<file path="config.mk">
export PLATFORM = sky130hd
export DESIGN_NAME = fftc_ofifo
export DESIGN_NICKNAME = d
export VERILOG_FILES = /design/src/fftc_pkg.sv /design/src/fftc_ofifo.sv
export SDC_FILE = /design/constraint.sdc
export NUM_CORES = 1
export LEC_CHECK = 0
export BUFFER_PORTS_ARGS = -buffer_cell sky130_fd_sc_hd__buf_2
export CORE_UTILIZATION = 46
export DETAILED_ROUTE_END_ITERATION = 10
export PLACE_DENSITY = 0.84
export SLEW_MARGIN = 40
export SYNTH_ARGS = -nofsm -noshare
export SYNTH_HDL_FRONTEND = slang
export SYNTH_SLANG_ARGS = --single-unit
</file>
<file path="constraint.sdc">
create_clock -name i_clk -period 1.5 [get_ports i_clk]
set_input_delay 0.075 -clock i_clk [delete_from_list [all_inputs] [get_ports i_clk]]
set_output_delay 0.075 -clock i_clk [all_outputs]
set_load 0.01 [all_outputs]
</file>
<file path="src/fftc_pkg.sv">
`timescale 1ns / 1ps
// ----------------------------------------------------------------------------
// fftc_pkg
// Shared types, constants and twiddle ROM for the FFT convolution block.
// ----------------------------------------------------------------------------
package fftc_pkg;

    localparam int MAX_POINTS_DEF  = 64;
    localparam int SAMPLE_BITS_DEF = 16;
    localparam int WORK_BITS_DEF   = 40;
    localparam int IN_BITS         = 16;
    localparam int COEF_BITS       = 16;
    localparam int LOG_BITS        = 3;
    localparam int LOG_RESET       = 6;
    localparam int TW_BITS         = 17;

    // datapath operations
    localparam logic [2:0] OP_NONE  = 3'd0;
    localparam logic [2:0] OP_LOAD  = 3'd1;
    localparam logic [2:0] OP_SWAP  = 3'd2;
    localparam logic [2:0] OP_BFLY  = 3'd3;
    localparam logic [2:0] OP_BIN   = 3'd4;
    localparam logic [2:0] OP_OUT   = 3'd5;

    typedef struct packed {
        logic [2:0] op;
        logic [5:0] addr_a;
        logic [5:0] addr_b;
        logic [4:0] tw_idx;   // ROM index t = m*stride (mod 32)
        logic       inverse;
        logic [2:0] bits;
        logic       last;
    } t_cmd;

    localparam logic [15:0] QSIN [17] = '{
        16'd0, 16'd3212, 16'd6393, 16'd9512, 16'd12540, 16'd15447, 16'd18205,
        16'd20788, 16'd23170, 16'd25330, 16'd27246, 16'd28899, 16'd30274,
        16'd31357, 16'd32138, 16'd32610, 16'd32767
    };

    function automatic logic signed [TW_BITS-1:0] rom_sin(input logic [4:0] t);
        logic [4:0] k;
        k = (t <= 5'd16) ? t : 5'd0 - t;
        return $signed({1'b0, QSIN[k]});
    endfunction

    function automatic logic signed [TW_BITS-1:0] rom_cos(input logic [4:0] t);
        logic [4:0] k;
        logic signed [TW_BITS-1:0] v;
        if (t <= 5'd16) begin
            k = 5'd16 - t;
            v = $signed({1'b0, QSIN[k]});
        end else begin
            k = t - 5'd16;
            v = -$signed({1'b0, QSIN[k]});
        end
        return v;
    endfunction

endpackage

</file>
<file path="src/fftc_ofifo.sv">
`timescale 1ns / 1ps
// ----------------------------------------------------------------------------
// fftc_ofifo
// Small output queue between the datapath and the result channel.
// ----------------------------------------------------------------------------
module fftc_ofifo #(
    parameter int SAMPLE_BITS = fftc_pkg::SAMPLE_BITS_DEF
) (
    input  logic                          i_clk,
    input  logic                          i_rst_n,
    input  logic                          i_wr,
    input  logic signed [SAMPLE_BITS-1:0] i_data,
    input  logic                          i_last,
    input  logic                          i_clip,
    output logic                          o_room,
    output logic                          o_valid,
    input  logic                          i_stall,
    output logic signed [SAMPLE_BITS-1:0] o_data,
    output logic                          o_last,
    output logic                          o_clip
);
    localparam int W = SAMPLE_BITS + 2;
    logic [W-1:0] r_q [2];
    logic r_rp, r_wp;
    logic [1:0] r_cnt;
    logic rd;

    assign o_valid = (r_cnt != 2'd0);
    assign rd      = o_valid && !i_stall;
    assign o_room  = (r_cnt == 2'd0);  // one entry queued ahead of the datapath at most
    assign {o_data, o_last, o_clip} = r_q[r_rp];

    always_ff @(posedge i_clk) begin
        if (i_wr) r_q[r_wp] <= {i_data, i_last, i_clip};
        if (!i_rst_n) begin
            r_rp  <= 1'b0;
            r_wp  <= 1'b0;
            r_cnt <= '0;
        end else begin
            if (i_wr) r_wp <= ~r_wp;
            if (rd) r_rp <= ~r_rp;
            r_cnt <= r_cnt + 2'(i_wr) - 2'(rd);
        end
    end
endmodule

</file>
Word level (Yosys, flattened, before mapping)
Memory sizes are Yosys's and may differ from the RTL's. A register that Yosys moved wholly into a read port is not among the register bits.
Cells that the tools add are included.
- input bits: 22
- memories kept: 1
- register bits: 4
- output and inout bits: 20
- word-level logic and storage cells: 16
- memory bits (writable): 36
- memory list (name ; depth ; bits a word ; rd ports ; clocked after memory_dff ; wr ports ; RTL line ; source):
    r_q ; 2 ; 18 ; 1 ; 1 ; 1 ; fftc_ofifo.sv:23 ; logic [W-1:0] r_q [2];
- add/sub/neg operators: 2
- bitwise gates (word level): 2
- reduce and logical (&&, ||, !) cells: 4
- muxes and demuxes: 4
- operators with widths (kind ; count):
    two-way mux 1 bit ; 4
    adder 2 x 1 -> 2 bit ; 1
    zero test 2 bit ; 1
    inverter 1 bit ; 2
    nonzero test 2 bit ; 1
    subtractor 2 x 1 -> 2 bit ; 1
    logical AND 1 bit ; 1
    zero test 1 bit ; 1

Depth between registers and ports, before layout
Gate-level depths: netlist (run 1).
- depth in word-level cells: 4
- mapped depth: 6
- depth with buffers taken out: 6

Least setup slack after synthesis (run 1)
Ideal clock, no wire load.
- path kind: register to register
- start point: register r_wp
- end point: memory r_q[0][0] (netlist bit) (enable)
- path buffers: 0
- slack: -0.061 ns
- stages on the path, launching flop included: 2
- arrival time: 1.165 ns
- period minus slack after synthesis: 1.561 ns
- data required time: 1.104 ns
- setup time: 0.396 ns
- cells stage by stage: dfxtp_1 > nor2b_1
- RTL lines (element ; RTL line ; source):
    from (decl) ; fftc_ofifo.sv:24 ; logic r_rp, r_wp;
    from (signal assigned) ; fftc_ofifo.sv:40 ; if (i_wr) r_wp <= ~r_wp;
    to (decl) ; fftc_ofifo.sv:23 ;
No word-level cell before the write port.

Final worst setup path (run 1)
- start point: register r_cnt[1]
- end point: register r_cnt[1]
- word-level cells in the longest chain between the ends: 3
- elaborated cells on any way between the ends: 4
- those cells by class: add/sub: 2; reduce/logical: 2
- ends and longest elaborated chain (element ; RTL line ; source):
    from (decl) ; fftc_ofifo.sv:25 ; logic [1:0] r_cnt;
    from (signal assigned) ; fftc_ofifo.sv:42 ; r_cnt <= r_cnt + 2'(i_wr) - 2'(rd);
    nonzero test 2 bit ; fftc_ofifo.sv:28 ; assign o_valid = (r_cnt != 2'd0);
    logical AND 1 bit ; fftc_ofifo.sv:29 ; assign rd = o_valid && !i_stall;
    via rd ; fftc_ofifo.sv:26 ; logic rd;
    subtractor 2 x 1 -> 2 bit ; fftc_ofifo.sv:42 ;
The timed path passes the listed nets, and every way through them passes these cells.
A chain may end at the register's enable or synchronous reset.

==> flow_metrics.tcl, run 1 <==
set metrics [dict create \
    area_growth_pct 36.26 \
    leakagePower_uw 0.0008769 \
    drive_gt1_share_pct 52.63 \
    path_buf_inv 1 \
    cts_setup_buffers 0 \
    grt_pass1_vias 944 \
    place_congestion 0.6657 \
    pre_cts_ws_ns 0.04564 \
    initial_core_util_pct 47.77 \
    num_rows 21 \
    ctsHtreeMaxLevel 2 \
    synth.area.top_cells "edfxtp_1 (68%), mux2_4 (9.4%), dfxtp_1 (6.3%)" \
    slowest_stage "dfxtp_2" \
    cts_tree "built" \
    io_pins 42 \
    grt_max_degree 15 \
    portBuffers 41 \
    drt_pass1_iterations 4 \
    dr.first_iter.drc_count 18 \
    cp_data_required_time_ns 1.78 \
    post-route-min-period_ns 1.441 \
    numCtsBuffers 5 \
    outcome "completed" \
    core_um2 3337 \
    yosysWarnings 0 \
    synth_area_leader_cell "edfxtp_1" \
    die_h_um 60.87 \
    critPathMaxStageDelay_ns 0.36 \
    clkLatencyLatePin_ns 0.34 \
    vias_per_cell 4.702 \
    hp-class "in -> reg" \
    hold_violations 0 \
    dp_cells 170 \
    wl_met2_um 1502 \
    cpLargestDelayFamily "adder cells" \
    final_cell_area_um2 2172 \
    crit_top_cell "ha_1" \
    antenna_left 0 \
    num_vias 931 \
    report.final.slew_viol_count 0 \
    peakVddDrop_mv 1.120 \
    cts-root-buf "clkbuf_4" \
    drc 0 \
    hpwl_um 1879 \
    grt_pass1_wl_um 4064 \
    clkSinkCount 41 \
    netlist_area_um2 1594 \
    slew_headroom_pct 90.66 \
    netlist.area_leader.share_pct 67.82 \
    wl_per_cell_um 14.39 \
    wl_met3_um 135 \
    finalClockSkew_ns 0.008075 \
    tightest_slew_ns 0.1363 \
    synth.distinct_cells 17 \
    wirelength_um 2849 \
    post_dp_cell_area_um2 1873 \
    final.setup.tns_ns 0 \
    pwr_density_cell_nw_per_um2 1359 \
    clock_path_buffers 2 \
    timing.final.ws_setup_ns 0.05885 \
    antenna_cells 0 \
    cap_violations 0 \
    max_freq_mhz 693.9 \
    synth-seq-area-share_pct 74.10 \
    synthCells 79 \
    stdcell_count 198 \
    highest_layer "met4" \
    final_nets 175 \
    cp-start-kind "flip-flop" \
    setup_viol 0 \
    arrival_ns 1.72 \
    hold_ws_ns 0.09701 \
    die_w_um 60.87 \
    wl_met1_um 1120 \
    ys_ff_latch 41 \
    antenna_found_initial 0 \
    worstPathMaxFanout 3 \
    syn_area_per_cell_um2 20.18 \
    period_share_pct 96.08 \
    endpoint_kind "flip-flop" \
    grtUsageTotal_pct 16.28 \
    crit_chain "o21ba_4 > ha_1 > inv_2 > ha_1 > xnor3_1 > nor2b_1" \
    clk_pin_slew_ns 0.13 \
    dieArea_um2 3705 \
    synth_fp_nets 103 \
    critical_path_class "reg -> reg" \
    r2r_slack_ns 0.06 \
    gr-total-overflow 0 \
]
## flip-flops by register name, summed over array words and instances (netlist names), named ones only
register / cells
r_q: 36
r_rp: 1
r_wp: 1
r_cnt: 2
## metrics by stage
step | util (%) | total power [uW]
6_report | 65.09 | 2951
5_1_grt | 65.09 | 3102
4_1_cts | 64.34 | 2923
3_5_place_dp | 56.13 | 2170
3_3_place_gp | 56.13 | 2122
2_1_floorplan | - | 1950
## worst min-delay path: stages
cell and delay (ns):
buf_2 0.12, nor2b_1 0.05, o21a_1 0.17
## power by group
part           switching [uW]  total (uW)  internal [uW]
sequential               57.4        1410           1350
combinational             351         827            476
clock                     364         717            353
total                     773        2950           2180
## cell usage after synthesis
master and n:
edfxtp_1 36, mux2_4 10, mux2_2 8, dfxtp_1 5, inv_1 3, nor2b_1 3
and2_1 2, ha_1 2, mux2i_1 2, buf_12 1, buf_6 1, nand2_1 1
nand2b_1 1, nor2_1 1, o21a_1 1, o21ba_2 1, xnor3_1 1
## cell families (layout without fill, tap and decap cells)
family	count (synthesis)	count (layout)	synth area share (%)
simple gates	8	8	2.826
mux	20	20	16.33
fa+ha+maj	2	2	1.570
flops	41	41	74.10
buf+inv	5	78	2.669
compound gates	2	2	1.099
xor+xnor	1	1	1.413
## final timing paths
| kind | from | end | cells after the start |
|---|---|---|---|
| max | r_cnt[1] | r_cnt[1] | 6 |
| min reg2reg | r_rp | flip-flop | 2 |
| min | i_wr | r_wp | 3 |
| max reg2reg | r_cnt[1] | r_cnt[1] | 6 |
## final cells by class
class | count | area (um^2)
inverters | 3 | 11.26
well taps | 46 | 57.56
clock buffers | 5 | 37.54
clock inverters | 3 | 46.29
fillers | 254 | 1165
flip-flops and latches | 41 | 1185
multi-input cells | 33 | 379.1
repair buffers | 67 | 455.4
## placed cells by master (no fill, tap or decap), drive strengths merged
cell type    instances
nand2b               1
inv                  3
mux2                18
nand2                1
nor2b                3
o21ba                1
mux2i                2
buf                 48
o21a                 1
and2                 2
dlygate4sd3         19
bufinv               1
dfxtp                5
xnor3                1
edfxtp              36
nor2                 1
ha                   2
clkbuf               5
clkinv               1
clkinvlp             1
## metal layers
metal	up-vias	GRT usage (%)
li1	442	-
met1	442	16.08
met2	35	29.20
met3	12	5.757
met4	0	9.740
met5	-	0
## what timing repair did
action                                  CTS  global route
gates resized for setup                   0             9
endpoints found under the setup margin    0            17
hold buffers                             19             0
hold endpoints to repair                 38             0
No activity file was read; power rests on OpenSTA's default activity.
==> run 2: changes to the inputs <==
CORE_MARGIN = 2   (was not set)
==> flow_metrics.tcl, run 2 (synthesis results as in run 1) <==
set metrics [dict create \
    post-route-min-period_ns 1.429 \
    num_rows 21 \
    largest_reg_flops 36 \
    r2r_slack_ns 0.11 \
    vias_per_cell 4.556 \
    internal-power_uw 2003 \
    wirelength_um 2540 \
    grt_pass1_wl_um 4229 \
    rsz0062_at_grt "true" \
    layout_common_cells "buf_2 (41), edfxtp_1 (36), dlygate4sd3_1 (19)" \
    endpoint_kind "output pin" \
    core_um2 3337 \
    peakVddDrop_mv 1.161 \
    hold_violations 0 \
    critical_path_class "reg -> out" \
    pre_cts_ws_ns 0.004573 \
    final.setup.tns_ns 0 \
    antenna_found_initial 0 \
    cts_tree "built" \
    drt_pass1_iterations 4 \
    worst_r2r_path_depth 6 \
    grtUsageTotal_pct 14.47 \
    hpwl_um 1741 \
    die_h_um 62.87 \
    worstPathMaxFanout 10 \
    slowest_stage "dfxtp_1" \
    p_seq_share_pct 50.8 \
    timing.final.ws_setup_ns 0.07074 \
    switching_power_uw 736.4 \
    num_vias 893 \
    top_register "r_q" \
    cp-start-kind "flip-flop" \
    io_pins 42 \
    cts-root-buf "clkbuf_4" \
    whs_path_depth 3 \
    grt_pass1_vias 938 \
    clkSinkCount 41 \
    gr-total-overflow 0 \
    arrival_ns 1.35 \
    reg_top3 "r_q x36, r_cnt x2" \
    numCtsBuffers 5 \
    critPathMaxStageDelay_ns 0.34 \
    wl_per_cell_um 12.96 \
    dieArea_um2 3952 \
    mostFrequentLayoutCell "buf_2" \
    antenna_cells 0 \
    drc 0 \
    cts_setup_buffers 0 \
    pwr_density_cell_nw_per_um2 1286 \
    swShare_pct 26.88 \
    cp_data_required_time_ns 1.42 \
    setup_viol 0 \
    clock_path_buffers 2 \
    final_nets 173 \
    outcome "completed" \
    initial_core_util_pct 47.77 \
    slew_headroom_pct 83.23 \
    clkPwrFrac_pct 18.2 \
    clkLatencyLatePin_ns 0.34 \
    antenna_left 0 \
    grt_max_degree 20 \
    leakagePower_uw 0.0008536 \
    ctsHtreeMaxLevel 2 \
    period_share_pct 95.28 \
    place_congestion 0.6982 \
    report.final.slew_viol_count 0 \
    die_w_um 62.87 \
    pwr-share-comb_pct 31.0 \
    max_freq_mhz 699.7 \
    clk_pin_slew_ns 0.11 \
    hp-class "in -> reg" \
    finalClockSkew_ns 0.003475 \
    cap_violations 0 \
    portBuffers 41 \
    dr.first_iter.drc_count 16 \
    tightest_slew_ns 0.2515 \
    post_dp_cell_area_um2 1866 \
    drive_gt1_share_pct 52.00 \
    final_cell_area_um2 2131 \
    area_growth_pct 33.67 \
    crit_chain "buf_4 > mux2_4 > buf_2" \
]
==> run 2: metrics by stage <==
step	util, %	power (uW)	hold slack [ns]	std cells
global placement	55.91	2118	0.2628	169
finish	63.85	2740	0.1108	196
global route	63.85	2890	0.1004	196
CTS	63.67	2771	0.09415	196
detailed placement	55.91	2184	0.2680	169
floorplan	-	1950	0.1739	79
==> run 2: cell type report <==
type                       count  area [um^2]
timing repair buffer          65        432.9
clock buffer                   6        41.29
sequential                    41         1184
multi-input combinational     33        394.1
fill                         254         1206
clock inverter                 2        10.01
tap                           46        57.56
inverter                       3        11.26
==> run 2: repair_timing <==
item                                   in CTS  in global routing
cloned                                      0                  0
endpoints found under the hold margin      39                  0
hold buffers                               19                  0
setup endpoints to repair                   1                 11
gates resized for setup                     5                  1
==> run 2: worst max-delay path: cells and delay by family, from the launching register on <==
| family | cells | cell delay, ns |
|---|---|---|
| flip-flops | 1 | 0.34 |
| buffers and inverters | 2 | 0.36 |
| multiplexers | 1 | 0.32 |
==> run 2: power by group through the flow <==
stage	Sequential, uW	Combinational [uW]	Clock, uW
floorplan	1400	549	0
global placement	1400	716	0
detailed placement	1410	775	0
CTS	1390	857	525
global route	1410	916	567
finish	1390	849	498
==> run 2: metal layers <==
| metal | global-route usage (%) | vias to the layer above | part of all wire, % |
|---|---|---|---|
| met3 | 5.586 | 6 | 5.9 |
| li1 | - | 441 | - |
| met5 | 0 | - | 0 |
| met1 | 14.91 | 416 | 39 |
| met2 | 25.66 | 30 | 54 |
| met4 | 6.667 | 0 | 1.7 |
==> run 2: path summary, 6_finish.rpt <==
kind | startpoint | to
max | flip-flop | o_data[10]
min | i_wr | r_wp
max reg2reg | r_cnt[0] | r_cnt[1]
min reg2reg | r_rp | flip-flop
==> run 3: changes to the inputs <==
--- a/config.mk
+++ b/config.mk
@@ -6,4 +6,5 @@
 export NUM_CORES = 1
 export LEC_CHECK = 0
+export ABC_AREA = 1
 export BUFFER_PORTS_ARGS = -buffer_cell sky130_fd_sc_hd__buf_2
 export CORE_MARGIN = 2
==> constraint.sdc (replaced) <==
create_clock -name i_clk -period 1.5 [get_ports i_clk]
set_input_delay 0.075 -clock i_clk [delete_from_list [all_inputs] [get_ports i_clk]]
set_output_delay 0.075 -clock i_clk [all_outputs]
set_load 0.005 [all_outputs]
==> flow_metrics.tcl, run 3 <==
set metrics [dict create \
    outcome "completed" \
    netlist_area_um2 1587 \
    pwr_density_cell_nw_per_um2 1328 \
    grt_max_degree 14 \
    endpoint_kind "flip-flop" \
    worstPathMaxFanout 3 \
    cts-root-buf "clkbuf_4" \
    die_h_um 62.73 \
    pre_cts_ws_ns 0.04372 \
    hp-class "in -> reg" \
    max_freq_mhz 689.8 \
    netlist.area_leader.share_pct 68.14 \
    reg_top3 "r_q x36, r_cnt x2" \
    largest_reg_flops 36 \
    async_flop_share_pct 0 \
    vias_per_cell 4.725 \
    synth.distinct_cells 12 \
    cp-start-kind "flip-flop" \
    pwr-share-comb_pct 28.0 \
    synth-seq-area-share_pct 74.45 \
    drive_gt1_share_pct 49.70 \
    top_register "r_q" \
    multi_input_area_um2 366.6 \
    synth.area.mux_share_pct 15.14 \
    wl_per_cell_um 13.64 \
    antenna_left 0 \
    syn_area_per_cell_um2 17.43 \
    synth_compound_area_share_pct 0.3155 \
    final.setup.tns_ns 0 \
    total_power_uw 2884 \
    post-route-min-period_ns 1.450 \
    post_dp_cell_area_um2 1866 \
    place_congestion 0.6883 \
    crit_end "r_cnt[1]" \
    final_cell_area_um2 2172 \
    clkPwrFrac_pct 23.4 \
    synthCells 91 \
    r2r_end "r_cnt[1]" \
    p_seq_share_pct 48.5 \
    wirelength_um 2879 \
    clkSinkCount 41 \
    arrival_ns 1.69 \
    antenna_cells 0 \
    grt_pass1_wl_um 4912 \
    critical_path_class "reg -> reg" \
    synth_top_family_by_area "multiplexers" \
    gr-total-overflow 0 \
    swShare_pct 26.09 \
    slew_headroom_pct 87.13 \
    yosys.area_share.simple_pct 4.653 \
    period_share_pct 96.64 \
    utilization_pct 65.09 \
    worst_r2r_path_depth 10 \
    n_fill_cell 248 \
    core_um2 3337 \
    numCtsBuffers 5 \
    peakVddDrop_mv 0.8806 \
    timing.final.ws_setup_ns 0.05036 \
    report.final.slew_viol_count 0 \
    synth_fa_ha_area_share_pct 1.577 \
    ctsHtreeMaxLevel 2 \
    cp_data_required_time_ns 1.74 \
    yosysWarnings 0 \
    ys_ff_latch 41 \
    synth_edf_count 36 \
    dieArea_um2 3934 \
    io_pins 42 \
    cts_tree "built" \
    layout_common_cells "buf_2 (41), edfxtp_1 (36), dlygate4sd3_1 (19)" \
    initial_core_util_pct 47.54 \
    drt_pass1_iterations 4 \
    dr.first_iter.drc_count 27 \
    rsz0062_at_grt "true" \
    tightest_slew_ns 0.1930 \
    synth_fp_nets 115 \
    die_w_um 62.73 \
    setup_viol 0 \
    synthTopCellsByCount "edfxtp_1 (36), mux2_4 (10), nor2_1 (9)" \
    mostFrequentLayoutCell "buf_2" \
    internal-power_uw 2132 \
    num_rows 21 \
    leakagePower_uw 0.0009041 \
    final_nets 188 \
    synth_ff_type "edfxtp_1" \
    crit_start "r_cnt[1]" \
    portBuffers 41 \
    r2r_start "r_cnt[1]" \
    switching_power_uw 752.3 \
    synth.area.top_cells "edfxtp_1 (68%), mux2_4 (9.5%), dfxtp_1 (6.3%)" \
    clkLatencyLatePin_ns 0.34 \
    drc 0 \
    hold_violations 0 \
    grt_pass1_vias 1155 \
    seq_area_um2 1184 \
    synthXorXnorAreaFrac_pct 0 \
    antenna_found_initial 0 \
    clock_path_buffers 2 \
    num_vias 997 \
    finalClockSkew_ns 0.01021 \
    hpwl_um 1966 \
    area_growth_pct 36.91 \
    clk_pin_slew_ns 0.11 \
    yosysMostFrequentCell "edfxtp_1" \
    synth_area_leader_cell "edfxtp_1" \
    r2r_slack_ns 0.05 \
    cap_violations 0 \
    grtUsageTotal_pct 16.75 \
]
run 3: cell count changes after synthesis, moves of 3 or more:
cell	change
nor2b_1	-3
nand2_1	+7
inv_1	+5
nor2_1	+8
run 3: stage by stage:
stage | hold slack (ns) | cells
2_1_floorplan | 0.1685 | 91
3_3_place_gp | 0.2639 | 182
3_5_place_dp | 0.2668 | 182
4_1_cts | 0.02258 | 209
5_1_grt | 0.06650 | 211
6_report | 0.03527 | 211
run 3: worst min path at each step:
| stage | from | endpoint | slack, ns | cells after the start |
|---|---|---|---|---|
| 5_1_grt | i_wr | r_wp | 0.07 | 3 |
| 2_1_floorplan | i_rst_n | r_cnt[0] | 0.17 | 2 |
| 3_3_place_gp | i_data[2] | r_q[0][4] | 0.26 | 1 |
| 6_report | i_wr | r_wp | 0.04 | 3 |
| 4_1_cts | i_wr | r_wp | 0.02 | 3 |
| 3_5_place_dp | i_data[10] | r_q[1][12] | 0.27 | 1 |
run 3: cell families (layout without fill, tap and decap cells):
logic type,Yosys count,count (layout)
mux,18,18
fa+ha+maj,2,2
buf+inv,10,84
compound gates,1,1
flops,41,41
simple gates,19,19
run 3: final cells by class:
class	count	share of cell area, %
Clock buffer	5	1.728
Clock inverter	3	1.901
Inverter	8	1.382
Multi-Input combinational cell	40	16.88
Sequential cell	41	54.49
Tap cell	46	2.650
Timing Repair Buffer	68	20.97
run 3: what timing repair did:
item                                    CTS  global route
endpoints found under the hold margin    39             0
endpoints found under the setup margin    0            11
resized for setup                         0             8
hold buffers                             19             0
buffers inserted                          0             2
run 3: power by group through the flow:
stage	Sequential, uW	Clock, uW	Combinational [uW]
after detailed placement	1410	0	685
final	1400	676	808
after global placement	1400	0	634
after global routing	1410	751	889
after floorplan	1400	0	461
after CTS	1380	701	725
run 3: per-layer routing:
metal  routed length [um]  vias up  part of all wire (%)  track usage (%)
li1                     -      474                     -                -
met1                 1077      479                    37            16.87
met2                 1593       34                    55            31.45
met3                  128       10                   4.4            4.144
met4                   79        0                   2.7            8.889
met5                    0        -                     0                0
run 3: worst max-delay path, cell delays in order, from the launching register on:
cell	delay (ns)
dfxtp_2	0.36
nor2_4	0.13
nor2_2	0.06
ha_1	0.26
inv_1	0.07
ha_2	0.17
inv_1	0.05
nand2_2	0.07
nand3_2	0.07
nand2_1	0.07
nor2_1	0.04
