`src/fftc_pkg.sv`:
```
`timescale 1ns / 1ps
// ----------------------------------------------------------------------------
// fftc_pkg
// Shared types, constants and twiddle ROM for the FFT convolution block.
// ----------------------------------------------------------------------------
package fftc_pkg;

    localparam int MAX_POINTS_DEF  = 64;
    localparam int SAMPLE_BITS_DEF = 16;
    localparam int WORK_BITS_DEF   = 40;
    localparam int IN_BITS         = 16;
    localparam int COEF_BITS       = 16;
    localparam int LOG_BITS        = 3;
    localparam int LOG_RESET       = 6;
    localparam int TW_BITS         = 17;

    // datapath operations
    localparam logic [2:0] OP_NONE  = 3'd0;
    localparam logic [2:0] OP_LOAD  = 3'd1;
    localparam logic [2:0] OP_SWAP  = 3'd2;
    localparam logic [2:0] OP_BFLY  = 3'd3;
    localparam logic [2:0] OP_BIN   = 3'd4;
    localparam logic [2:0] OP_OUT   = 3'd5;

    typedef struct packed {
        logic [2:0] op;
        logic [5:0] addr_a;
        logic [5:0] addr_b;
        logic [4:0] tw_idx;   // ROM index t = m*stride (mod 32)
        logic       inverse;
        logic [2:0] bits;
        logic       last;
    } t_cmd;

    localparam logic [15:0] QSIN [17] = '{
        16'd0, 16'd3212, 16'd6393, 16'd9512, 16'd12540, 16'd15447, 16'd18205,
        16'd20788, 16'd23170, 16'd25330, 16'd27246, 16'd28899, 16'd30274,
        16'd31357, 16'd32138, 16'd32610, 16'd32767
    };

    function automatic logic signed [TW_BITS-1:0] rom_sin(input logic [4:0] t);
        logic [4:0] k;
        k = (t <= 5'd16) ? t : 5'd0 - t;
        return $signed({1'b0, QSIN[k]});
    endfunction

    function automatic logic signed [TW_BITS-1:0] rom_cos(input logic [4:0] t);
        logic [4:0] k;
        logic signed [TW_BITS-1:0] v;
        if (t <= 5'd16) begin
            k = 5'd16 - t;
            v = $signed({1'b0, QSIN[k]});
        end else begin
            k = t - 5'd16;
            v = -$signed({1'b0, QSIN[k]});
        end
        return v;
    endfunction

endpackage

```
`src/fftc_ctrl.sv`:
```
`timescale 1ns / 1ps
// ----------------------------------------------------------------------------
// fftc_ctrl
// Sequencer: loading, bit reversal, butterfly passes, bin products, output.
// ----------------------------------------------------------------------------
module fftc_ctrl #(
    parameter int MAX_POINTS = fftc_pkg::MAX_POINTS_DEF
) (
    input  logic                          i_clk,
    input  logic                          i_rst_n,
    input  logic                          i_cfg_we,
    input  logic [fftc_pkg::LOG_BITS-1:0] i_cfg_wdata,
    input  logic                          i_valid,
    output logic                          o_stall,
    input  logic                          i_dp_busy,   // datapath has ops in flight
    input  logic                          i_out_room,  // output FIFO can take one more
    output fftc_pkg::t_cmd                o_cmd
);
    localparam int TOP = $clog2(MAX_POINTS);

    localparam logic [2:0] S_LOAD = 3'd0;
    localparam logic [2:0] S_REV  = 3'd1;
    localparam logic [2:0] S_BF   = 3'd2;
    localparam logic [2:0] S_BIN  = 3'd3;
    localparam logic [2:0] S_OUT  = 3'd4;
    localparam logic [2:0] S_WAIT = 3'd5;

    logic [2:0] r_state, n_state;
    logic [2:0] r_next, n_next;      // state after the drain wait
    logic [2:0] r_log, n_log;
    logic [6:0] r_cnt, n_cnt;        // load / element counter
    logic [2:0] r_stage, n_stage;    // butterfly pass (log2 of half)
    logic [5:0] r_bidx, n_bidx;      // butterfly number in the pass
    logic       r_inv, n_inv;
    logic [2:0] bits;
    logic [6:0] npts;
    logic [5:0] rev;
    logic [5:0] half, j, k, mm;
    logic [5:0] lowmask;
    logic [4:0] tw;

    always_comb begin
        bits = r_log;
        if (bits < 3'd1) bits = 3'd1;
        if (bits > 3'(TOP)) bits = 3'(TOP);
    end
    assign npts = 7'd1 << bits;

    always_comb begin
        rev = '0;
        for (int b = 0; b < 6; b++) begin
            if (b < int'(bits)) rev[int'(bits) - 1 - b] = r_cnt[b];
        end
    end

    // butterfly b in pass s: m = b mod half, j = (b/half)*2*half + m
    always_comb begin
        half    = 6'd1 << r_stage;
        lowmask = half - 6'd1;
        mm      = r_bidx & lowmask;
        j       = ((r_bidx & ~lowmask) << 1) | mm;
        k       = j | half;
        tw      = 5'((mm << (3'd5 - r_stage)) & 6'h1f);
    end

    // a register write takes the load slot, so no request is taken with it
    assign o_stall = (r_state != S_LOAD) || i_cfg_we;

    always_comb begin
        n_state = r_state;
        n_next  = r_next;
        n_log   = r_log;
        n_cnt   = r_cnt;
        n_stage = r_stage;
        n_bidx  = r_bidx;
        n_inv   = r_inv;
        o_cmd   = '0;
        o_cmd.bits    = bits;
        o_cmd.inverse = r_inv;
        case (r_state)
            S_LOAD: begin
                o_cmd.addr_a = r_cnt[5:0];
                if (i_cfg_we) begin
                    n_log = i_cfg_wdata;
                    n_cnt = '0;
                end else if (i_valid) begin
                    o_cmd.op = fftc_pkg::OP_LOAD;
                    if (r_cnt + 7'd1 >= npts) begin
                        n_cnt   = '0;
                        n_inv   = 1'b0;
                        n_state = S_WAIT;
                        n_next  = S_REV;
                    end else begin
                        n_cnt = r_cnt + 7'd1;
                    end
                end
            end
            S_REV: begin
                o_cmd.addr_a = r_cnt[5:0];
                o_cmd.addr_b = rev;
                if (r_cnt[5:0] < rev) o_cmd.op = fftc_pkg::OP_SWAP;
                if (r_cnt + 7'd1 >= npts) begin
                    n_cnt   = '0;
                    n_stage = '0;
                    n_bidx  = '0;
                    n_state = S_WAIT;
                    n_next  = S_BF;
                end else begin
                    n_cnt = r_cnt + 7'd1;
                end
            end
            S_BF: begin
                // one butterfly issued, then wait for its write-back
                o_cmd.op     = fftc_pkg::OP_BFLY;
                o_cmd.addr_a = j;
                o_cmd.addr_b = k;
                o_cmd.tw_idx = tw;
                n_state      = S_WAIT;
                n_next       = S_BF;
                if ({1'b0, r_bidx} + 7'd1 >= (npts >> 1)) begin
                    n_bidx = '0;
                    if (r_stage + 3'd1 >= bits) begin
                        n_stage = '0;
                        n_next  = r_inv ? S_OUT : S_BIN;
                    end else begin
                        n_stage = r_stage + 3'd1;
                    end
                end else begin
                    n_bidx = r_bidx + 6'd1;
                end
            end
            S_BIN: begin
                o_cmd.op     = fftc_pkg::OP_BIN;
                o_cmd.addr_a = r_cnt[5:0];
                n_state      = S_WAIT;
                n_next       = S_BIN;
                if (r_cnt + 7'd1 >= npts) begin
                    n_cnt  = '0;
                    n_inv  = 1'b1;
                    n_next = S_REV;
                end else begin
                    n_cnt = r_cnt + 7'd1;
                end
            end
            S_OUT: begin
                o_cmd.addr_a = r_cnt[5:0];
                if (i_out_room) begin
                    o_cmd.op   = fftc_pkg::OP_OUT;
                    o_cmd.last = (r_cnt + 7'd1 >= npts);
                    n_state    = S_WAIT;
                    n_next     = S_OUT;
                    if (r_cnt + 7'd1 >= npts) begin
                        n_cnt  = '0;
                        n_inv  = 1'b0;
                        n_next = S_LOAD;
                    end else begin
                        n_cnt = r_cnt + 7'd1;
                    end
                end
            end
            S_WAIT: begin
                if (!i_dp_busy) n_state = r_next;
            end
            default: n_state = S_LOAD;
        endcase
    end

    always_ff @(posedge i_clk) begin
        if (!i_rst_n) begin
            r_state <= S_LOAD;
            r_next  <= S_LOAD;
            r_log   <= 3'(fftc_pkg::LOG_RESET);
            r_cnt   <= '0;
            r_stage <= '0;
            r_bidx  <= '0;
            r_inv   <= 1'b0;
        end else begin
            r_state <= n_state;
            r_next  <= n_next;
            r_log   <= n_log;
            r_cnt   <= n_cnt;
            r_stage <= n_stage;
            r_bidx  <= n_bidx;
            r_inv   <= n_inv;
        end
    end
endmodule

```
`config.mk`:
```
export PLATFORM = sky130hd
export DESIGN_NAME = fftc_ctrl
export DESIGN_NICKNAME = d
export VERILOG_FILES = /design/src/fftc_pkg.sv /design/src/fftc_ctrl.sv
export SDC_FILE = /design/constraint.sdc
export NUM_CORES = 1
export LEC_CHECK = 0
export BUFFER_PORTS_ARGS = -buffer_cell sky130_fd_sc_hd__buf_4
export CAP_MARGIN = 20
export CORE_ASPECT_RATIO = 0.75
export CORE_MARGIN = 2
export CORE_UTILIZATION = 46
export DETAILED_ROUTE_END_ITERATION = 10
export PLACE_DENSITY = 0.64
export SYNTH_ARGS = -nofsm -noshare
export SYNTH_HDL_FRONTEND = slang
export SYNTH_SLANG_ARGS = --single-unit
```
`constraint.sdc`:
```
create_clock -name i_clk -period 4.65 [get_ports i_clk]
set_clock_uncertainty 0.1 [all_clocks]
set_input_delay 0.465 -clock i_clk [delete_from_list [all_inputs] [get_ports i_clk]]
set_output_delay 0.465 -clock i_clk [all_outputs]
set_load 0.02 [all_outputs]
```
## Yosys cells after proc, flatten, opt, wreduce, memory -nomap -nowiden

Index checks and enable logic that the tools add are counted.

| word-level totals | value |
|---|---|
| output and inout bits | 26 |
| logic and storage cells | 157 |
| input bits | 9 |
| bits in registers | 26 |

| cells by class | value |
|---|---|
| reductions and logical operators | 22 |
| shift-type cells | 3 |
| bitwise operators | 6 |
| muxes and demuxes | 69 |
| magnitude comparators | 24 |
| $add $sub $neg | 12 |
| equal/unequal tests | 14 |

Operators with widths:

| kind | count |
|---|---|
| $ge A32 B1 Y1 const B | 4 |
| $lt A32 B5 Y1 const B | 4 |
| $mux W3 | 20 |
| $mux W6 | 8 |
| $pmux W9 S5 | 1 |
| $bwmux W6 | 5 |
| $pmux W3 S5 | 2 |
| $mux W7 | 4 |
| $pmux W6 S2 | 2 |
| $pmux W7 S3 | 1 |
| $demux W1 S3 | 6 |
| $ne A2 B2 Y1 const B | 8 |
| $mux W1 | 15 |
| $and A6 B6 Y6 | 2 |
| $or A6 B6 Y6 | 2 |
| $sub A4 B3 Y5 const B | 2 |
| $sub A4 B4 Y5 const B | 2 |
| $reduce_bool A3 Y1 | 3 |
| $add A6 B1 Y7 const B | 1 |
| $add A7 B1 Y7 const B | 1 |
| $ge A7 B6 Y1 | 1 |
| $ge A7 B7 Y1 | 1 |
| $shl A1 B3 Y7 const A | 1 |
| $add A6 B1 Y6 const B | 1 |
| 39 further kinds | 53 |

## Depth between registers and ports, before layout

Gate-level depths: netlist of the first run.

| depth | value |
|---|---|
| word-level depth | 24 |
| gate-level depth with buffers | 19 |
| gate-level depth less buffers | 16 |

## Worst setup path before layout of the first run

OpenSTA, ideal clock, no wires.

| path | value |
|---|---|
| path kind | reg2out |
| start | register r_log[1] |
| end | output o_cmd[23] (netlist bit) |
| buffers on the path | 3 |
| stages on the path, launching flop included | 20 |
| setup slack | 0.521 ns |
| arrival | 3.564 ns |
| required time | 4.085 ns |
| path through | dfxtp_1 -> clkbuf_1 -> buf_2 -> nand2_1 -> o21ai_0 -> ha_1 -> buf_2 -> xnor2_1 -> a22oi_1 -> o221ai_1 -> nor2_1 -> a211oi_1 -> a21oi_1 -> ha_1 -> a21o_1 -> a21oi_1 -> nor2b_1 -> o41ai_1 -> o31ai_1 -> nand2_1 |

RTL lines:

| item | RTL line | RTL |
|---|---|---|
| from (decl) | fftc_ctrl.sv:30 | `logic [2:0] r_log, n_log;` |
| from (signal assigned) | fftc_ctrl.sv:172 | `r_log <= 3'(fftc_pkg::LOG_RESET);` |
| from (signal assigned) | fftc_ctrl.sv:180 | `r_log <= n_log;` |
| to (decl) | fftc_ctrl.sv:17 | `output fftc_pkg::t_cmd o_cmd` |

==> results list, run 1 <==
- I/O pin cnt: 35
- The number of global-route vias before repair was 2739.
- Final #Nets: 478
- Of the total power, registers draw 0.363.
* First-pass GRT wire length: 13600 µm
- Synthesis inferred 26 register bits.
- The most critical setup path has its startpoint at r_log[1].
* Overall die area: 6931 µm²
* Initial Utilization: 0.4855
- In this run, distinct cell masters in the synthesized netlist total 56.
- Vertical extent of the die: 72.60 µm
* Post-route standard cell area excluding fillers: about 3200 µm²
* Count of inserted antenna diode cells: 0
* Worst Setup Path Type: register to output pin
- Global placement routability congestion: 0.9349
- Synthesis-to-finish area growth: 12.27%
- By area the synthesized netlist is led by sky130_fd_sc_hd__dfxtp_1 18%, sky130_fd_sc_hd__ha_1 16%, sky130_fd_sc_hd__nand2_1 8.8%.
- Internal power component: 0.4451 mW
- Data arrival at the endpoint of the critical path: 3.70 ns
- In this run the worst path has a maximum fanout of 8.
* Cell with the most instances after synthesis: sky130_fd_sc_hd__nand2_1
* Syn Area/Cell: 6.989 µm²
- Number of flops mapped to enable cells by yosys: 0
- In this run the worst hold path is classified as input pin to register.
* Syn Std Cell Area: 2887 µm²
- Before antenna repair, the detailed router went through 5 iterations.
- FP Rows: 24
* Async set or reset register ratio after synthesis: 0
- Endpoint required time on the critical path: between 4 and 5 ns
* Clock latency at the later pin of the worst-skew pair: 0.27 ns
* Share of Yosys cell area claimed by the top area cell type: 0.1803
- The number of endpoints with negative hold slack in the final report was 0.
* Antenna Nets Post-Route: 0
* Startpoint types: register
- Fraction of power consumed by combinational cells: 0.367
* Overall routed net length: 8212 µm
* RSZ-0062 raised after global routing: no
- Leakage power: 1.438 nW
- Overflow left after global routing: 0
* Die Width: 95.47 µm
- The longest clock path from root to sink contains 2 buffers.
* Cell taking the most area after synthesis: sky130_fd_sc_hd__dfxtp_1
- Wirelength per Cell: 16.13 µm
* Final Max Tran Viols: 0
- In this run the power density over the cells is 217.4 nW/µm².
- Of the total power, the clock network draws 0.270.
- Number of buffers added by the clock tree synthesis step: 3
- Net switching power figure: 0.2595 mW
- Once placement finished, the instance area stood at 3169 µm².
- Worst-margin pin slew: approximately 0.69 ns
- For this run, the register share of the synthesized area comes to 0.1803.
- Fill cells in the final layout number 609.
* Synthesis warning total: 0
- Clock period minus worst slack: 4.270 ns
- Commonest cells in the netlist: 68 x sky130_fd_sc_hd__nand2_1, 38 x sky130_fd_sc_hd__nor2_1, 37 x sky130_fd_sc_hd__ha_1
- Post-route fraction of the period consumed by the critical path: 0.9182
- Net count after synthesis: 459
* Root Buffer Master: sky130_fd_sc_hd__clkbuf_8
- Post-Route Setup TNS: 0 ns
* Hold buffers post-CTS: 0
- Clock-pin slew was measured on the worst setup and hold paths at 0.10 ns.
- For this run, design rule violations remaining after detail routing come to 0.
- Most used flip-flop cell after synthesis: sky130_fd_sc_hd__dfxtp_1
- The initial antenna violation count was 0.
- Ratio of cells with drive above 1 in the final layout: 0.1206
- TritonCTS clock tree: done
- Start of the worst register-to-register path: r_cnt[0]
- STA classifies the critical path endpoint as an output pin.
* Achievable clock frequency: 234.2 MHz
- Switching share of power: 0.3683
* Number of input and output port buffers inserted: 34
- Remaining max-slew budget at the tightest pin: 0.5352
- Outcome: finished clean
- Worst-case vdd ir drop: approximately 0.13 mV
* Number of levels the H-tree was split into: 1
- Max-capacitance violation count: 0
- Number of vias in the routed layout: 2995
- The first routing iteration left ~230 violations.
- After floorplanning, the core was sized to cover 5946 µm².
- Global Route Usage Sum: 0.2479
- Post-detailed-route via-to-cell ratio: 5.884
- The startpoint identified for the worst hold timing path is i_cfg_wdata[2].
- The cell count after synthesis came out at 413.
- Total setup violations reported at the end of the flow: 0
* Sinks on the clock net: 26
- Entering global routing, the biggest net connects 26 pins.
- Final HPWL DP: ~6300 µm
## logic make-up (layout without fill, tap and decap cells)
family | count (synthesis) | in the layout | share of synthesized area
AO/OA/AOI/OAI | 119 | 119 | 0.2670
XOR/XNOR | 12 | 12 | 0.03641
adder cells (fa/ha/maj) | 37 | 37 | 0.1604
buffers and inverters | 39 | 57 | 0.05549
flip-flops | 26 | 26 | 0.1803
multiplexers | 5 | 5 | 0.01821
AND/OR/NAND/NOR | 175 | 175 | 0.2822
## placed cells by master, fill, tap and decap left out, types with 2 or more instances in the layout
cell type,instances
sky130_fd_sc_hd__a211oi_1,5
sky130_fd_sc_hd__a21boi_1,7
sky130_fd_sc_hd__a21o_1,6
sky130_fd_sc_hd__a21oi_1,25
sky130_fd_sc_hd__a221oi_1,2
sky130_fd_sc_hd__a22o_1,3
sky130_fd_sc_hd__a22oi_1,5
sky130_fd_sc_hd__a31oi_1,5
sky130_fd_sc_hd__and2_1,7
sky130_fd_sc_hd__and3_1,3
sky130_fd_sc_hd__buf_4,39
sky130_fd_sc_hd__clkbuf_8,3
sky130_fd_sc_hd__dfxtp_1,26
sky130_fd_sc_hd__ha_1,37
sky130_fd_sc_hd__inv_1,13
sky130_fd_sc_hd__mux2_2,2
sky130_fd_sc_hd__mux2i_1,3
sky130_fd_sc_hd__nand2_1,68
sky130_fd_sc_hd__nand2b_1,14
sky130_fd_sc_hd__nand3_1,13
sky130_fd_sc_hd__nand4_1,4
sky130_fd_sc_hd__nor2_1,38
sky130_fd_sc_hd__nor2b_1,14
sky130_fd_sc_hd__nor3_1,4
sky130_fd_sc_hd__nor4_1,2
sky130_fd_sc_hd__o211ai_1,5
sky130_fd_sc_hd__o21a_1,2
sky130_fd_sc_hd__o21ai_0,17
sky130_fd_sc_hd__o21ai_1,16
sky130_fd_sc_hd__o22ai_1,4
sky130_fd_sc_hd__o31ai_1,2
sky130_fd_sc_hd__o31ai_2,2
sky130_fd_sc_hd__or2_2,3
sky130_fd_sc_hd__xnor2_1,6
sky130_fd_sc_hd__xor2_1,6
## power groups by stage
stage	sequential [mW]	combinational [mW]	clock, mW
floorplan	0.244	0.193	0
global placement	0.260	0.254	0
detailed placement	0.259	0.253	0
CTS	0.254	0.255	0.196
global route	0.257	0.286	0.204
finish	0.256	0.259	0.190
## flip-flops by register name, indices dropped and copies added, names as in the netlist
register	cells
r_state	3
r_cnt	7
r_next	3
r_inv	1
r_stage	3
r_bidx	6
r_log	3
## timing repair
action                     CTS  global route
setup endpoints to repair    0             1
setup buffers                0             0
gates resized for setup      0             1
## layout make-up
cell class / instances / area, µm² / area share
multi-input combinational: 348 / 2206 / 0.6807
tap: 78 / 97.59 / 0.03012
clock inverter: 1 / 30.03 / 0.009266
inverter: 14 / 52.55 / 0.01622
sequential: 26 / 520.5 / 0.1606
timing repair buffer: 39 / 292.8 / 0.09035
clock buffer: 3 / 41.29 / 0.01274
## final timing paths
| check | endpoint | slack, ns | cells after the start |
|---|---|---|---|
| max | o_cmd[23] | 0.38 | 15 |
| min | r_log[2] | 0.31 | 3 |
| max reg2reg | r_bidx[0] | 1.31 | 10 |
| min reg2reg | r_state[1] | 0.36 | 2 |
## per-stage QoR
step	utilization	std cells	setup slack, ns	total power [mW]	hold WS (ns)
6_report	0.5450	509	0.3805	0.7046	0.3134
5_1_grt	0.5450	509	0.06311	0.7468	0.3231
4_1_cts	0.5450	509	0.2430	0.7050	0.3081
3_5_place_dp	0.5330	505	0.5607	0.5128	0.3419
3_3_place_gp	0.5330	505	0.7190	0.5138	0.3405
2_1_floorplan	-	413	0.5215	0.4372	0.3222
## critical path: stages, from the launching register on
cell and delay, ns:
sky130_fd_sc_hd__dfxtp_1 0.45, sky130_fd_sc_hd__nor2_1 0.10, sky130_fd_sc_hd__o21ai_1 0.31, sky130_fd_sc_hd__ha_1 0.38, sky130_fd_sc_hd__nor2_1 0.17, sky130_fd_sc_hd__mux2i_1 0.21, sky130_fd_sc_hd__o21ai_1 0.08, sky130_fd_sc_hd__a21oi_1 0.29
sky130_fd_sc_hd__ha_1 0.31, sky130_fd_sc_hd__a21o_1 0.18, sky130_fd_sc_hd__a21oi_1 0.14, sky130_fd_sc_hd__nor2b_1 0.06, sky130_fd_sc_hd__o41ai_1 0.38, sky130_fd_sc_hd__o31ai_1 0.14, sky130_fd_sc_hd__nand2_1 0.10, sky130_fd_sc_hd__buf_4 0.14
## layer usage
| layer | routed length [µm] | part of all wire | vias to the layer above | global-route usage |
|---|---|---|---|---|
| met4 | 36 | 0.0044 | 0 | 0.02381 |
| met3 | 487 | 0.059 | 4 | 0.04649 |
| met1 | 4039 | 0.49 | 1403 | 0.3657 |
| li1 | - | - | 1492 | - |
| met5 | 0 | 0 | - | 0 |
| met2 | 3650 | 0.44 | 96 | 0.3912 |
No activity file was read; power rests on OpenSTA's default activity.
==> inputs of run 2 (changes only) <==
ABC_AREA = 1   (was not set)
==> run 2 against run 1 <==
Final area rose by 1.8%. Highest routed layer unchanged. Critical endpoint unchanged. Critical path type unchanged. Maximum frequency rose by 7.3%. Worst setup slack improved by 0.29 ns. Synthesized cell count rose by 12%. Clock power barely moved. Total power rose by 88%. Synthesized area rose by 1.3%. Hold slack got worse by 0.011 ns. Final cell count rose by 12%.
==> results list, run 2 <==
- The flow ran to the end, and the final reports show no timing, DRC or antenna violations.
- The worst setup path is captured at an output pin.
- The most common cell in the synthesized netlist is sky130_fd_sc_hd__nand2_1.
- The CTS sink count was 26 (unchanged).
- Most used flip-flop cell after synthesis: sky130_fd_sc_hd__dfxtp_1
* Largest Register: r_cnt
- The worst hold path belongs to the class input pin to register.
* Number of buffers added by the clock tree synthesis step: 3 (unchanged)
- The initial antenna violation count was 0 (unchanged).
* Total setup violations reported at the end of the flow: 0 (unchanged)
- Overflow left after global routing: 0 (unchanged)
- The post-route minimum period is 3.980 ns (-0.2896 ns).
- Number of levels the H-tree was split into: 1 (unchanged)
- Number of flops mapped to enable cells by yosys: 0 (unchanged)
* Post-route fraction of the period consumed by the critical path: 0.8559 (-0.06228)
* Syn Std Cell Area: 2924 µm² (+1.3%)
* Synth Register Bits: 26 (unchanged)
- The largest registers in the layout are r_cnt: 7 flops, r_bidx: 6 flops.
- Achievable clock frequency: 251.3 MHz (+7.3%)
* Global Route Usage Sum: 0.2272 (-0.02067)
- Worst-margin pin slew: 0.6533 ns (-0.04124 ns)
- Final HPWL DP: 6119 µm (-3.3%)
* Overall die area: 7017 µm² (+1.2%)
- Post-CTS setup buffer count: 0 (unchanged)
* Number of global-route vias before repair: 2698 (-1.5%)
- Max reg flops: 7 (unchanged)
* Ratio of cells with drive above 1 in the final layout: 0.1446 (+0.02395)
- Syn Area/Cell: 6.315 µm² (-9.6%)
- The proportion of register bits with asynchronous set or reset after synthesis is 0 (unchanged).
- Number of design rule violations left after detail routing: 0 (unchanged)
- Data arrival at the endpoint of the critical path: 3.41 ns (-0.29 ns)
* Net count after synthesis: 509 (+11%)
- The number of endpoints with negative hold slack in the final report is 0 (unchanged).
- Standard cell core area: 6225 µm² (+4.7%)
- Overall routed net length: 7573 µm (-7.8%)
* Post-detailed-route via-to-cell ratio: 5.215 (-11%)
* Unique cell type count in the Yosys netlist: 43 (-23%)
- Share of Yosys cell area claimed by the top area cell type: 0.1780 (-0.002315)
* Number of vias in the routed layout: 2983 (-0.40%)
- The headroom to the max-slew limit was 0.5640 (+0.02873).
* Number of input and output port buffers inserted: 34 (unchanged)
* Max-capacitance violation count: 0 (unchanged)
* DR pass1 iterations: 5 (unchanged)
- Leakage power: 1.655 nW (+15%)
- Commonest non-fill, non-tap cell in the layout: sky130_fd_sc_hd__nand2_1
- FP Rows: 25 (+4.2%)
* Antenna Nets Post-Route: 0 (unchanged)
- Startpoint types: register
* Hold buffers post-CTS: 0 (unchanged)
- Count of inserted antenna diode cells: 0 (unchanged)
- The final-report max-slew violation count was 0 (unchanged).
- Number of DRC markers in iteration 0: 179 (-23%)
- The final design utilization is 0.5301 (-0.01498).
- Wirelength per Cell: 13.24 µm (-18%)
- I/O pin cnt: 35 (unchanged)
* Worst-case vdd ir drop: 0.2988 mV (+130%)
- Pin count of the biggest net entering global routing: 21 (-19%)
- Worst Setup Path Type: register to output pin
- Die Width: 96.06 µm (+0.62%)
- Top library cells by usage in the layout, fill and taps aside: 109 x sky130_fd_sc_hd__nand2_1, 68 x sky130_fd_sc_hd__inv_1, 43 x sky130_fd_sc_hd__nor2_1
- Total power density per cell area: 401.3 nW/µm² (+85%)
- The placer congestion estimate is 0.8860 (-5.2%).
* Start of the worst register-to-register path: r_log[2]
* TritonCTS clock tree: done
- Worst hold path startpoint: i_cfg_wdata[1]
- First-pass GRT wire length: 12660 µm (-6.9%)
- The die height is 73.05 µm (+0.61%).
- Final #Nets: 538 (+13%)
* Critical Path Source: r_log[2]
- The data required time of the worst path was 4.09 ns (about the same).
* Cell taking the most area after synthesis: sky130_fd_sc_hd__dfxtp_1
- The clock transition at the registers of the reported paths was 0.09 ns (about the same).
- Setup repair after global routing left no endpoint under its margin.
* Synthesis-to-finish area growth: 12.84%
* Ranking of synthesized cells by area: sky130_fd_sc_hd__dfxtp_1 18%, sky130_fd_sc_hd__ha_1 16%, sky130_fd_sc_hd__nand2_1 14%
- The total negative slack was 0 ns (unchanged).
- CTS placed an instance of sky130_fd_sc_hd__clkbuf_8 at the clock tree root.
* Register area share after synthesis: 0.1780 (-0.002315)
* Initial Utilization: 0.4697 (-0.01573)
* Largest buffer count on any clock path: 2 (unchanged)
* Final hold slack: 0.3020 ns (-0.01139 ns)
- Clock latency at the later pin of the worst-skew pair: 0.28 ns (about the same)
- The count of warnings emitted by yosys came to 0 (unchanged).
* Commonest cells in the netlist: 109 x sky130_fd_sc_hd__nand2_1, 68 x sky130_fd_sc_hd__inv_1, 43 x sky130_fd_sc_hd__nor2_1
* Post-CTS Resized: 0 (unchanged)
- Count of mapped cells out of synthesis: 463 (+12%)
- Critical Path Fanout Max: 11 (+3)
run 2: where the power goes:
group	switching (mW)	internal, mW	leakage, nW
logic	0.546	0.270	1.41
clock network	0.0768	0.115	0.0357
registers	0.0634	0.252	0.211
total	0.686	0.638	1.65
run 2: per-stage QoR:
stage / power (mW) / setup slack [ns] / instances / cell area [µm²]
finish: 1.324 / 0.6701 / 572 / 3299
global route: 1.449 / 0.1946 / 572 / 3299
CTS: 1.324 / 0.7030 / 572 / 3299
detailed placement: 1.126 / 1.026 / 568 / 3228
global placement: 1.127 / 1.115 / 568 / 3228
floorplan: 0.9360 / 1.540 / 463 / 2924
run 2: logic make-up (layout without fill, tap and decap cells):
group,count (synthesis),in the layout,synth area share
AO/OA/AOI/OAI,92,92,0.1874
adder cells (fa/ha/maj),37,37,0.1583
XOR/XNOR,12,12,0.03595
buffers and inverters,87,115,0.1190
AND/OR/NAND/NOR,209,209,0.3214
flip-flops,26,26,0.1780
run 2: layout make-up:
cell class	instances	area, µm²
tap	81	101.3
timing repair buffer	35	262.8
multi-input combinational	350	2056
fill	625	2925
clock inverter	1	30.03
inverter	76	287.8
clock buffer	3	41.29
sequential	26	520.5
run 2: worst paths after layout:
path | slack [ns] | cells past startpoint | end
setup / recovery | 0.67 | 18 | o_cmd[23]
setup reg to reg | 1.28 | 18 | r_next[0]
hold reg to reg | 0.38 | 2 | r_state[1]
hold / removal | 0.30 | 3 | r_log[1]
run 2: critical path, cell delays in order (launching register included):
cell and delay [ns]:
sky130_fd_sc_hd__dfxtp_1 0.59, sky130_fd_sc_hd__nand2_4 0.18, sky130_fd_sc_hd__a21oi_4 0.34, sky130_fd_sc_hd__ha_1 0.22, sky130_fd_sc_hd__nand2_1 0.05, sky130_fd_sc_hd__nand2_1 0.11
sky130_fd_sc_hd__inv_1 0.08, sky130_fd_sc_hd__nor2_1 0.17, sky130_fd_sc_hd__inv_1 0.10, sky130_fd_sc_hd__nand3_1 0.07, sky130_fd_sc_hd__o21ai_0 0.08, sky130_fd_sc_hd__a21oi_1 0.17
sky130_fd_sc_hd__ha_1 0.27, sky130_fd_sc_hd__a21oi_1 0.15, sky130_fd_sc_hd__o21bai_1 0.07, sky130_fd_sc_hd__a211oi_1 0.20, sky130_fd_sc_hd__nand2_1 0.08, sky130_fd_sc_hd__nand2_1 0.06
sky130_fd_sc_hd__buf_4 0.13
run 2: layer usage:
metal	routed length [µm]	GRT usage
met5	0	0
met2	3195	0.3534
met4	82	0.06190
met1	3805	0.3363
met3	489	0.01756
==> inputs of run 3 (changes only) <==
MAX_ROUTING_LAYER = met4   (was not set)
==> run 3 against run 2 <==
Global-route usage is 0.67 points higher. Die area stayed put. First-iteration DRC count is 1.7% lower. Combinational power hardly changed. Clock power hardly changed. Final area stayed put. Total power hardly changed.
==> results list, run 3 (synthesized netlist as in run 2, its figures left out) <==
- The die height was 73.05 µm (unchanged).
- Highest-delay cell along the critical path: sky130_fd_sc_hd__dfxtp_1
- Critical Path Fanout Max: 11 (unchanged)
- The static leakage was 1.655 nW (unchanged).
- The most numerous cell type found on the critical path is sky130_fd_sc_hd__nand2_1.
- Commonest non-fill, non-tap cell in the layout: sky130_fd_sc_hd__nand2_1
* Largest buffer count on any clock path: 2 (unchanged)
- FP Rows: 25 (unchanged)
* Dominant delay contributor by cell family on the critical path: compound AO/OA/AOI/OAI gates
- The total number of vias came to 2977 (-0.20%).
* Root Buffer Master: sky130_fd_sc_hd__clkbuf_8
- Ratio of cells with drive above 1 in the final layout: 0.1446 (unchanged)
- The critical path arrival is 3.42 ns (about the same).
- r_cnt holds more flip-flops than any other register.
- The clock network power share was 0.146 (about the same).
- Outcome: finished clean
* Number of input and output port buffers inserted: 34 (unchanged)
- Post-detailed-route via-to-cell ratio: 5.205 (-0.20%)
- Net switching power figure: 0.6875 mW (+0.17%)
- The detailed-router iteration count before antenna repair came to 5 (unchanged).
- Initial Utilization: 0.4697 (unchanged)
* Top library cells by usage in the layout, fill and taps aside: 109 x sky130_fd_sc_hd__nand2_1, 68 x sky130_fd_sc_hd__inv_1, 43 x sky130_fd_sc_hd__nor2_1
- Startpoint types: register
- The met3 usage in global routing came to 0.01756 (unchanged).
- Clock transition at the registers of the reported paths: 0.10 ns (about the same)
- Switching share of power: 0.5188 (about the same)
* Overall die area: 7017 µm² (unchanged)
- Wirelength per Cell: 13.29 µm (+0.38%)
- TritonCTS built the clock tree.
- Number of cells traversed by the worst register-to-register path: 18 (unchanged)
- The transition time of the tightest slew-check pin came to 0.6679 ns (+0.01452 ns).
- Hold Path Sink: r_log[1]
* Fillcell total: 625 (unchanged)
* First-pass GRT wire length: 12640 µm (-0.17%)
- Proportion of power drawn by flip-flops and latches: 0.238 (about the same)
- Worst Setup Path Type: register to output pin
* Endpoint required time on the critical path: 4.09 ns (about the same)
- Overall routed net length: 7602 µm (+0.38%)
- Crit-path cells: nand2_4 -> a21oi_4 -> ha_1 -> nand2_1 -> nand2_1 -> inv_1 -> nor2_1 -> inv_1 -> nand3_1 -> o21ai_0 -> a21oi_1 -> ha_1 -> a21oi_1 -> o21bai_1 -> a211oi_1 -> nand2_1 -> nand2_1 -> buf_4
* Global Route Usage Sum: 0.2339 (+0.006687)
- The fraction of met2 tracks used by global routing is 0.3534 (unchanged).
* Number of DRC markers in iteration 0: 176 (-1.7%)
- Sinks on the clock net: 26 (unchanged)
- The maximum number of pins on one net before global-route repair is 21 (unchanged).
- The setup slack after layout was 0.6664 ns (-0.003721 ns).
- The path class of the tightest hold or removal check is input pin to register.
- STA classifies the critical path endpoint as an output pin.
- Setup repair after global routing left no endpoint under its margin.
* Standard cell core area: 6225 µm² (unchanged)
- Hold path cells: 3 (unchanged)
* Final core utilization: 0.5301 (unchanged)
- Remaining max-slew budget at the tightest pin: 0.5543 (-0.009687)
- Post-route fraction of the period consumed by the critical path: 0.8567 (about the same)
- The total global routing overflow was 0 (unchanged).
- The number of antenna repair diodes came to 0 (unchanged).
* Longest individual stage delay on the worst path: 0.59 ns (about the same)
- Final #Nets: 538 (unchanged)
* Start of the worst register-to-register path: r_log[2]
- Register-to-register setup slack: 1.29 ns (about the same)
* Worst-case vdd ir drop: 0.3000 mV (+0.38%)
* Post-CTS Resized: 0 (unchanged)
- The total negative slack is 0 ns (unchanged).
* Synthesis-to-finish area growth: 12.84% (unchanged)
* Clock period minus worst slack: 3.984 ns (+0.003721 ns)
- The flip-flop count of the largest register, all copies and words added is 7 (unchanged).
* Number of buffers added by the clock tree synthesis step: 3 (unchanged)
- The count of buffer and inverter cells on the critical path was 3 (unchanged).
* Total setup violations reported at the end of the flow: 0 (unchanged)
- The count of max-cap constraint violations came to 0 (unchanged).
- Post-CTS setup buffer count: 0 (unchanged)
* Number of antenna violations at the first check in global routing: 0 (unchanged)
- Final HPWL DP: 6119 µm (unchanged)
- The count of nets left with antenna violations after detail routing is 0 (unchanged).
- Worst hold path startpoint: i_cfg_wdata[1]
- The number of global-route vias before repair was 2700 (+0.074%).
- Hold buffers post-CTS: 0 (unchanged)
- The number of endpoints with negative hold slack in the final report came to 0 (unchanged).
- Total power density per cell area: 401.7 nW/µm² (about the same)
* Die Width: 96.06 µm (unchanged)
- R2r endpoint: r_next[0]
- Global placement routability congestion: 0.9008 (+1.7%)
- Internal power component: 0.6378 mW (about the same)
- The peak clock frequency supported by timing was 251.0 MHz (about the same).
- The H-tree depth was 1 (unchanged).
* Most used routing layer: met2
* Global-route track usage on met1: 0.3363 (unchanged)
* Top flop regs: r_cnt: 7 flops, r_bidx: 6 flops
- The boundary pin count came to 35 (unchanged).
- Post-place setup slack: 1.026 ns (unchanged)
- Clock latency at the later pin of the worst-skew pair: 0.28 ns (about the same)
- The part of the total power dissipated in combinational logic is 0.616 (about the same).
- The remaining design rule violation count was 0 (unchanged).
* Final Max Tran Viols: 0 (unchanged)
[run 3: layout make-up]
| type | instances | area [µm²] | area share |
|---|---|---|---|
| multi-input combinational | 350 | 2056 | 0.6231 |
| clock inverter | 1 | 30.03 | 0.009101 |
| sequential | 26 | 520.5 | 0.1578 |
| inverter | 76 | 287.8 | 0.08722 |
| tap | 81 | 101.3 | 0.03072 |
| clock buffer | 3 | 41.29 | 0.01251 |
| timing repair buffer | 35 | 262.8 | 0.07964 |
[run 3: power by group through the flow]
stage	registers [mW]	clock network (mW)	logic, mW
floorplan	0.285	0	0.651
CTS	0.314	0.196	0.814
detailed placement	0.319	0	0.807
global route	0.321	0.203	0.925
global placement	0.319	0	0.808
finish	0.315	0.193	0.817
[run 3: worst max-delay path by stage]
stage	start	end	slack (ns)	depth (start not counted)
after global routing	r_log[2]	o_cmd[23]	0.19	18
final	r_log[2]	o_cmd[23]	0.67	18
after CTS	r_log[2]	o_cmd[23]	0.70	18
after floorplan	r_log[2]	o_cmd[23]	1.54	18
after global placement	r_log[2]	o_cmd[23]	1.11	18
after detailed placement	r_log[2]	o_cmd[23]	1.03	18
[run 3: worst min-delay path, delay by kind of cell]
family | cells | cell delay [ns]
AOI/OAI and AO/OA | 1 | 0.06
and+or+nand+nor | 1 | 0.05
buffers and inverters | 1 | 0.08
[run 3: layer usage]
layer	wire, µm	share of wire	up-vias
met5	0	0	-
met3	475	0.062	9
met2	3221	0.42	109
li1	-	-	1563
met4	79	0.010	0
met1	3826	0.50	1296
[run 3: metrics by stage]
stage / cell area [µm²] / cells / total power, mW / hold slack (ns)
floorplan: 2924 / 463 / 0.9360 / 0.3404
global placement: 3228 / 568 / 1.127 / 0.3675
detailed placement: 3228 / 568 / 1.126 / 0.3669
CTS: 3299 / 572 / 1.324 / 0.3000
global route: 3299 / 572 / 1.449 / 0.3188
finish: 3299 / 572 / 1.325 / 0.3008
